===== config.mk =====
export PLATFORM = sky130hd
export DESIGN_NAME = dbs_addr
export DESIGN_NICKNAME = d
export VERILOG_FILES = /design/src/design/dbs_pkg.sv /design/src/design/dbs_addr.sv
export SDC_FILE = /design/constraint.sdc
export NUM_CORES = 1
export LEC_CHECK = 0
export ABC_AREA = 1
export BUFFER_PORTS_ARGS = -buffer_cell sky130_fd_sc_hd__buf_2
export CAP_MARGIN = 25
export CORE_AREA = 2 2 221 223
export DETAILED_ROUTE_END_ITERATION = 10
export DIE_AREA = 0 0 223 225
export PLACE_DENSITY = 0.59
export REMOVE_ABC_BUFFERS = 1
export SLEW_MARGIN = 15
export SYNTH_ARGS = -nofsm -noshare
export SYNTH_HDL_FRONTEND = slang
export SYNTH_SLANG_ARGS = --single-unit

===== constraint.sdc =====
create_clock -name clk_i -period 6.28 [get_ports clk_i]
set_clock_uncertainty 0.2 [all_clocks]
set_input_delay 1.884 -clock clk_i [delete_from_list [all_inputs] [get_ports clk_i]]
set_output_delay 1.884 -clock clk_i [all_outputs]
set_load 0.01 [all_outputs]

===== src/design/dbs_pkg.sv =====
package dbs_pkg;

  // Width of a signed Q8.8 sample position. The base position reaches about
  // 1050 pixels and the offset adds up to 128 more, so 21 bits hold every case.
  localparam int POS_W = 21;

  // Width of the plane entries and of all Q8.8 payload fields.
  localparam int PIX_W = 16;

  // Width of the configuration write data.
  localparam int CFG_W = 7;

  // Width of a load index.
  localparam int IDX_W = 12;

  // Configuration register indexes.
  typedef enum logic [2:0] {
    REG_PLANE_HEIGHT  = 3'd0,
    REG_PLANE_WIDTH   = 3'd1,
    REG_PAD_ROWS      = 3'd2,
    REG_PAD_COLS      = 3'd3,
    REG_STRIDE_ROWS   = 3'd4,
    REG_STRIDE_COLS   = 3'd5,
    REG_DILATION_ROWS = 3'd6,
    REG_DILATION_COLS = 3'd7
  } dbs_reg_e;

  // Command codes.
  localparam logic CMD_LOAD   = 1'b0;
  localparam logic CMD_SAMPLE = 1'b1;

  // Configuration register file.
  typedef struct packed {
    logic [6:0] plane_height;
    logic [6:0] plane_width;
    logic [3:0] pad_rows;
    logic [3:0] pad_cols;
    logic [3:0] stride_rows;
    logic [3:0] stride_cols;
    logic [3:0] dilation_rows;
    logic [3:0] dilation_cols;
  } dbs_cfg_t;

  // Per-request control and payload that follows the pixel fetch.
  typedef struct packed {
    logic              sample;
    logic              outside;
    logic [3:0]        nb_ok;
    logic [7:0]        lh;
    logic [7:0]        lw;
    logic signed [15:0] mask;
  } dbs_meta_t;

endpackage


===== src/design/dbs_addr.sv =====
module dbs_addr #(
  parameter int MAX_HEIGHT = 64,
  parameter int MAX_WIDTH  = 64,
  parameter int MAX_KERNEL = 8,
  parameter int AW         = 12
) (
  input  logic                     clk_i,
  input  logic                     rst_ni,
  input  logic                     en_i,
  input  dbs_pkg::dbs_cfg_t        cfg_i,
  input  logic                     valid_i,
  input  logic                     command_i,
  input  logic [11:0]              pixel_index_i,
  input  logic signed [15:0]       pixel_value_i,
  input  logic [5:0]               out_row_i,
  input  logic [5:0]               out_col_i,
  input  logic [2:0]               tap_row_i,
  input  logic [2:0]               tap_col_i,
  input  logic signed [15:0]       offset_row_i,
  input  logic signed [15:0]       offset_col_i,
  input  logic signed [15:0]       mask_value_i,
  output logic                     valid_o,
  output dbs_pkg::dbs_meta_t       meta_o,
  output logic                     we_o,
  output logic [AW-1:0]            waddr_o,
  output logic [15:0]              wdata_o,
  output logic [AW-1:0]            raddr_o [4]
);

  import dbs_pkg::*;

  localparam int DEPTH = MAX_HEIGHT * MAX_WIDTH;
  localparam int HCW   = $clog2(MAX_HEIGHT + 1);
  localparam int WCW   = $clog2(MAX_WIDTH + 1);
  localparam int RW    = $clog2(MAX_HEIGHT) + 1;
  localparam int CW    = $clog2(MAX_WIDTH) + 1;
  localparam int RXW   = RW + 1;
  localparam int CXW   = CW + 1;
  localparam int SAW   = AW + 2;
  // Load indexes wrap only when the plane holds fewer entries than an index reaches.
  localparam bit WRAP  = (DEPTH < (1 << IDX_W));
  localparam int MOD_K = WRAP ? DEPTH : 1;
  localparam int RECIP = (1 << 24) / MOD_K + 1;
  localparam int QP_W  = IDX_W + 24;
  localparam int REM_W = IDX_W + 1;

  // Clamped plane size.
  logic [HCW-1:0] hc;
  logic [WCW-1:0] wc;

  always_comb begin
    if (cfg_i.plane_height == 7'd0) begin
      hc = HCW'(1);
    end else if (int'(cfg_i.plane_height) > MAX_HEIGHT) begin
      hc = HCW'(MAX_HEIGHT);
    end else begin
      hc = HCW'(cfg_i.plane_height);
    end
    if (cfg_i.plane_width == 7'd0) begin
      wc = WCW'(1);
    end else if (int'(cfg_i.plane_width) > MAX_WIDTH) begin
      wc = WCW'(MAX_WIDTH);
    end else begin
      wc = WCW'(cfg_i.plane_width);
    end
  end

  // ---------------------------------------------------------------
  // Stage 1: base position, Q8.8 sample position and load index quotient.
  // ---------------------------------------------------------------
  logic [2:0]              tap_r, tap_c;
  logic [9:0]              row_prod, col_prod;
  logic [6:0]              tapr_prod, tapc_prod;
  logic [POS_W-1:0]        y_base, x_base;
  logic signed [POS_W-1:0] y_d, x_d;
  logic [QP_W-1:0]         qprod;
  logic [IDX_W-1:0]        q_d;

  always_comb begin
    tap_r     = (int'(tap_row_i) > MAX_KERNEL - 1) ? 3'(MAX_KERNEL - 1) : tap_row_i;
    tap_c     = (int'(tap_col_i) > MAX_KERNEL - 1) ? 3'(MAX_KERNEL - 1) : tap_col_i;
    row_prod  = 10'(out_row_i) * 10'(cfg_i.stride_rows);
    col_prod  = 10'(out_col_i) * 10'(cfg_i.stride_cols);
    tapr_prod = 7'(tap_r) * 7'(cfg_i.dilation_rows);
    tapc_prod = 7'(tap_c) * 7'(cfg_i.dilation_cols);
    y_base    = POS_W'(row_prod) + POS_W'(tapr_prod) - POS_W'(cfg_i.pad_rows);
    x_base    = POS_W'(col_prod) + POS_W'(tapc_prod) - POS_W'(cfg_i.pad_cols);
    y_d       = $signed(y_base << 8) + POS_W'(offset_row_i);
    x_d       = $signed(x_base << 8) + POS_W'(offset_col_i);
    // Quotient of the load index by the plane depth through a reciprocal.
    qprod     = QP_W'(pixel_index_i) * QP_W'(RECIP);
    q_d       = qprod[QP_W-1:24];
  end

  logic                    s1_valid_q;
  logic                    s1_cmd_q;
  logic signed [POS_W-1:0] s1_y_q, s1_x_q;
  logic signed [15:0]      s1_mask_q;
  logic [IDX_W-1:0]        s1_idx_q, s1_quo_q;
  logic [15:0]             s1_pix_q;

  always_ff @(posedge clk_i or negedge rst_ni) begin
    if (!rst_ni) begin
      s1_valid_q <= 1'b0;
    end else if (en_i) begin
      s1_valid_q <= valid_i;
    end
  end

  always_ff @(posedge clk_i) begin
    if (en_i) begin
      s1_cmd_q  <= command_i;
      s1_y_q    <= y_d;
      s1_x_q    <= x_d;
      s1_mask_q <= mask_value_i;
      s1_idx_q  <= pixel_index_i;
      s1_quo_q  <= q_d;
      s1_pix_q  <= pixel_value_i;
    end
  end

  // ---------------------------------------------------------------
  // Stage 2: outside test, top-left neighbor, fractions, load address.
  // ---------------------------------------------------------------
  logic signed [POS_W-1:0] yp, xp, h256, w256;
  logic [POS_W-9:0]        r_top, c_top;
  logic signed [RW-1:0]    r0_d;
  logic signed [CW-1:0]    c0_d;
  logic signed [RXW-1:0]   r1, hcs;
  logic signed [CXW-1:0]   c1, wcs;
  logic                    outside_d;
  logic [3:0]              nb_ok_d;
  logic                    top_ok, bot_ok, lft_ok, rgt_ok;
  logic [REM_W-1:0]        rem;
  logic [AW-1:0]           waddr_d;

  always_comb begin
    h256      = $signed(POS_W'({hc, 8'h00}));
    w256      = $signed(POS_W'({wc, 8'h00}));
    outside_d = (s1_y_q <= POS_W'(-256)) || (s1_y_q >= h256)
             || (s1_x_q <= POS_W'(-256)) || (s1_x_q >= w256);
    yp        = s1_y_q + POS_W'(256);
    xp        = s1_x_q + POS_W'(256);
    r_top     = yp[POS_W-1:8];
    c_top     = xp[POS_W-1:8];
    r0_d      = RW'(r_top - 1'b1);
    c0_d      = CW'(c_top - 1'b1);
    r1        = RXW'(r0_d) + RXW'(1);
    c1        = CXW'(c0_d) + CXW'(1);
    hcs       = RXW'($signed({1'b0, hc}));
    wcs       = CXW'($signed({1'b0, wc}));
    top_ok    = !r0_d[RW-1];
    bot_ok    = r1 < hcs;
    lft_ok    = !c0_d[CW-1];
    rgt_ok    = c1 < wcs;
    nb_ok_d   = {bot_ok & rgt_ok, bot_ok & lft_ok, top_ok & rgt_ok, top_ok & lft_ok};
    rem       = REM_W'(s1_idx_q) - REM_W'(s1_quo_q * REM_W'(MOD_K));
    waddr_d   = WRAP ? AW'(rem) : AW'(s1_idx_q);
  end

  logic                 s2_valid_q;
  logic                 s2_cmd_q;
  logic                 s2_outside_q;
  logic signed [RW-1:0] s2_r0_q;
  logic signed [CW-1:0] s2_c0_q;
  logic [7:0]           s2_lh_q, s2_lw_q;
  logic [3:0]           s2_nb_ok_q;
  logic signed [15:0]   s2_mask_q;
  logic [AW-1:0]        s2_waddr_q;
  logic [15:0]          s2_pix_q;

  always_ff @(posedge clk_i or negedge rst_ni) begin
    if (!rst_ni) begin
      s2_valid_q <= 1'b0;
    end else if (en_i) begin
      s2_valid_q <= s1_valid_q;
    end
  end

  always_ff @(posedge clk_i) begin
    if (en_i) begin
      s2_cmd_q     <= s1_cmd_q;
      s2_outside_q <= outside_d;
      s2_r0_q      <= r0_d;
      s2_c0_q      <= c0_d;
      s2_lh_q      <= yp[7:0];
      s2_lw_q      <= xp[7:0];
      s2_nb_ok_q   <= nb_ok_d;
      s2_mask_q    <= s1_mask_q;
      s2_waddr_q   <= waddr_d;
      s2_pix_q     <= s1_pix_q;
    end
  end

  // ---------------------------------------------------------------
  // Stage 3: linear addresses of the four neighbors.
  // ---------------------------------------------------------------
  logic signed [SAW-1:0] wsa, rw, a00, a10;

  always_comb begin
    wsa = SAW'($signed({1'b0, wc}));
    rw  = SAW'(s2_r0_q) * wsa;
    a00 = rw + SAW'(s2_c0_q);
    a10 = a00 + wsa;
  end

  logic               s3_valid_q;
  dbs_meta_t          s3_meta_q;
  logic               s3_cmd_q;
  logic [AW-1:0]      s3_waddr_q;
  logic [15:0]        s3_pix_q;
  logic [AW-1:0]      s3_addr_q [4];

  always_ff @(posedge clk_i or negedge rst_ni) begin
    if (!rst_ni) begin
      s3_valid_q <= 1'b0;
    end else if (en_i) begin
      s3_valid_q <= s2_valid_q;
    end
  end

  always_ff @(posedge clk_i) begin
    if (en_i) begin
      s3_cmd_q          <= s2_cmd_q;
      s3_meta_q.sample  <= s2_valid_q && (s2_cmd_q == CMD_SAMPLE);
      s3_meta_q.outside <= s2_outside_q;
      s3_meta_q.nb_ok   <= s2_nb_ok_q;
      s3_meta_q.lh      <= s2_lh_q;
      s3_meta_q.lw      <= s2_lw_q;
      s3_meta_q.mask    <= s2_mask_q;
      s3_waddr_q        <= s2_waddr_q;
      s3_pix_q          <= s2_pix_q;
      s3_addr_q[0]      <= AW'(a00);
      s3_addr_q[1]      <= AW'(a00 + SAW'(1));
      s3_addr_q[2]      <= AW'(a10);
      s3_addr_q[3]      <= AW'(a10 + SAW'(1));
    end
  end

  // Loads write the plane from the same stage that issues the reads, so
  // requests see the plane in arrival order.
  assign valid_o = s3_valid_q;
  assign meta_o  = s3_meta_q;
  assign we_o    = en_i && s3_valid_q && (s3_cmd_q == CMD_LOAD);
  assign waddr_o = s3_waddr_q;
  assign wdata_o = s3_pix_q;
  assign raddr_o = s3_addr_q;

endmodule


==> reports/metrics.csv <==
metric,value,unit
Post-Route WL,35700,um
Worst Max-Slew Pin Slew,0.901,ns
global-route wire length before repair,56000,um
worst hold slack,0.213,ns
Post-synth EDFFs,282,
Final Core Density,45.7,%
RD Place Congestion,0.859,
wire length per cell,13.9,um
I/O Pins,253,
Max Cap Viol,0,
Area Growth Syn to Fin,30.9,%
IO buf count,252,
Final Hold Viols,0,
data arrival time of the critical path,6.67,ns
DP Cell Count,2492,
minimum clock period,6.55,ns
syn avg cell area,11.3,um^2
FF-to-FF setup slack,0.89,ns
drt drc,0,
H-tree depth,1,
share of post-route cells with drive strength above 1,34.5,%
initial DRC count,490,
initial antenna violation count,13,
clock sink count,285,
Max Slew Vio Count,0,
Final WS setup,-0.271,ns
Syn Std Cell Area,16600,um^2
full die area,50200,um^2
Yosys warnings,0,
CP Capture Type,flop,
TritonCTS buffer count,29,
starting density of the core,34.9,%
chip width,223,um
Worst setup SP type,input pin,
Crit-path slowest cell,fa_1,
Crit Path Category,in -> reg,
top-area cell type share of the netlist area,51.1,%
CTS root buf,clkbuf_16,
Gate Count Post-Synth,1467,
clk slew on worst S/H paths,0.07,ns
crit path capture,raddr_o[11],
vias in the first global route,11476,
Hold WC Path Type,reg -> reg,
"Top FF cell, synth",edfxtp_1,
Fmax achieved,0.153,GHz
Synth area leader,edfxtp_1,
reg2reg path depth,26,
crit path max fanout,6,
max incr delay on CP,0.53,ns
worst r2r src,s2_r0_q[3],
total core area,47500,um^2
1st-pass router iterations,4,
RSZ-0062 raised after global routing,true,
site row count,80,
Routed Antenna Nets,0,
"Clk Latency, worst-skew pair",0.56,ns
DIE HEIGHT,225,um
status,"complete, but fails checks",
all-layer global routing usage,13.8,%
grt ovf,0,
worst rel slew slack,39.9,%
largest net degree at the start of global routing,168,
DR vias/cell,4.43,
via count,11387,
"flops & latches, synth",285,
distinct cell type count after synthesis,42,
Final Setup Violations,10,
Final Cycle Share,104,%
Reg-to-Reg End,raddr_o[11],
Post-layout nets,2298,
failing checks,setup timing,
Critical Path Start,cfg_i[27],
sequential share of the synthesized area,51.5,%
CTS Buffer Depth,3,
largest cells by area after synthesis,"edfxtp_1 51%, fa_1 11%, ha_1 11%",
setup TNS,-1.71,ns
Post-synth ARST share,1.05,%
Detail Placement HPWL,28000,um
Worst Path Required,6.40,ns
CTS tree,built,
fin cells,2571,
## sequential cells by signal, indices dropped and copies added, names as in the netlist, 4 cells and up
| register | cells |
|---|---|
| raddr_o | 48 |
| s1_idx_q | 12 |
| waddr_o | 12 |
| s1_y_q | 21 |
| wdata_o | 16 |
| meta_o | 38 |
| s2_c0_q | 7 |
| s2_lw_q | 8 |
| s2_lh_q | 8 |
| s1_x_q | 21 |
| s1_mask_q | 16 |
| s2_r0_q | 7 |
| s2_nb_ok_q | 4 |
| s2_pix_q | 16 |
| s1_pix_q | 16 |
| s2_waddr_q | 12 |
| s2_mask_q | 16 |
## kinds of logic after synthesis
| group | synth area share, % |
|---|---|
| muxes | 0.0679 |
| and+or+nand+nor | 12.2 |
| buffers and inverters | 6.74 |
| DFF | 51.5 |
| AOI/OAI and AO/OA | 3.20 |
| adders and majority gates | 21.6 |
| xor gates and xnor gates | 4.68 |
## repair_timing
item,in CTS,in global routing
pin swaps,42,107
hold buffers,0,0
gates cloned,0,0
gates resized for setup,68,142
setup buffers,13,9
endpoints found under the setup margin,17,28
## layer usage
| metal | wire [um] | track usage (%) | vias to the layer above |
|---|---|---|---|
| met5 | 75 | 0 | - |
| met4 | 918 | 4.31 | 12 |
| met3 | 1960 | 3.08 | 64 |
| met2 | 17600 | 24.4 | 236 |
| met1 | 15200 | 16.8 | 5361 |
| li1 | - | - | 5714 |
## area by class of cell
class	instances	area [um^2]
fillers	4382	25800
flip-flops and latches	285	8540
multi-input cells	886	7620
repair buffers	435	2750
inverters	292	1100
well taps	615	769
clock buffers	34	744
clock inverters	17	160
diodes	7	17.5
## synth_stat cells (all sizes together), types with 2 or more instances
library cell	n
inv	291
nor3	15
clkbuf	2
o21ai	20
o21bai	5
xor2	53
nand3	44
a31oi	2
edfxtp	282
nand2	290
a21oi	62
o211ai	2
nand3b	4
ha	141
or2	5
nor4	5
dfrtp	3
fa	91
nor2	95
nand4	15
a21o	4
xnor2	27
## layout by cell type (no fill, tap or decap), drive strengths merged, types with 44 or more instances in the layout
master  netlist  routed
nor2         95      95
fa           91      91
xor2         53      53
nand3        44      44
a21oi        62      62
edfxtp      282     282
buf           1     435
ha          141     141
nand2       290     290
inv         291     293
## worst min path at each step
stage,startpoint,to,depth (start not counted)
6_report,s2_nb_ok_q[1],meta_o[33],0
3_3_place_gp,s1_mask_q[6],s2_mask_q[6],0
5_1_grt,s2_nb_ok_q[0],meta_o[32],0
3_5_place_dp,s2_lw_q[4],meta_o[20],0
2_1_floorplan,s2_mask_q[0],meta_o[0],0
4_1_cts,s2_nb_ok_q[0],meta_o[32],0
## worst max-delay path: cells and delay by family
kind,cells,cell delay (ns)
adders and majority gates,6,2.56
and+or+nand+nor,18,1.57
buffers and inverters,8,0.65
## through the flow
| stage | area (um^2) | worst slack, ns |
|---|---|---|
| floorplan | 16600 | -1.04 |
| global placement | 19800 | -1.17 |
| detailed placement | 19800 | -1.23 |
| CTS | 21100 | -0.181 |
| global route | 21700 | -0.480 |
| finish | 21700 | -0.271 |
Power is not shown: default switching activity piles up to over one toggle a cycle in this logic, so the estimate is an artifact.
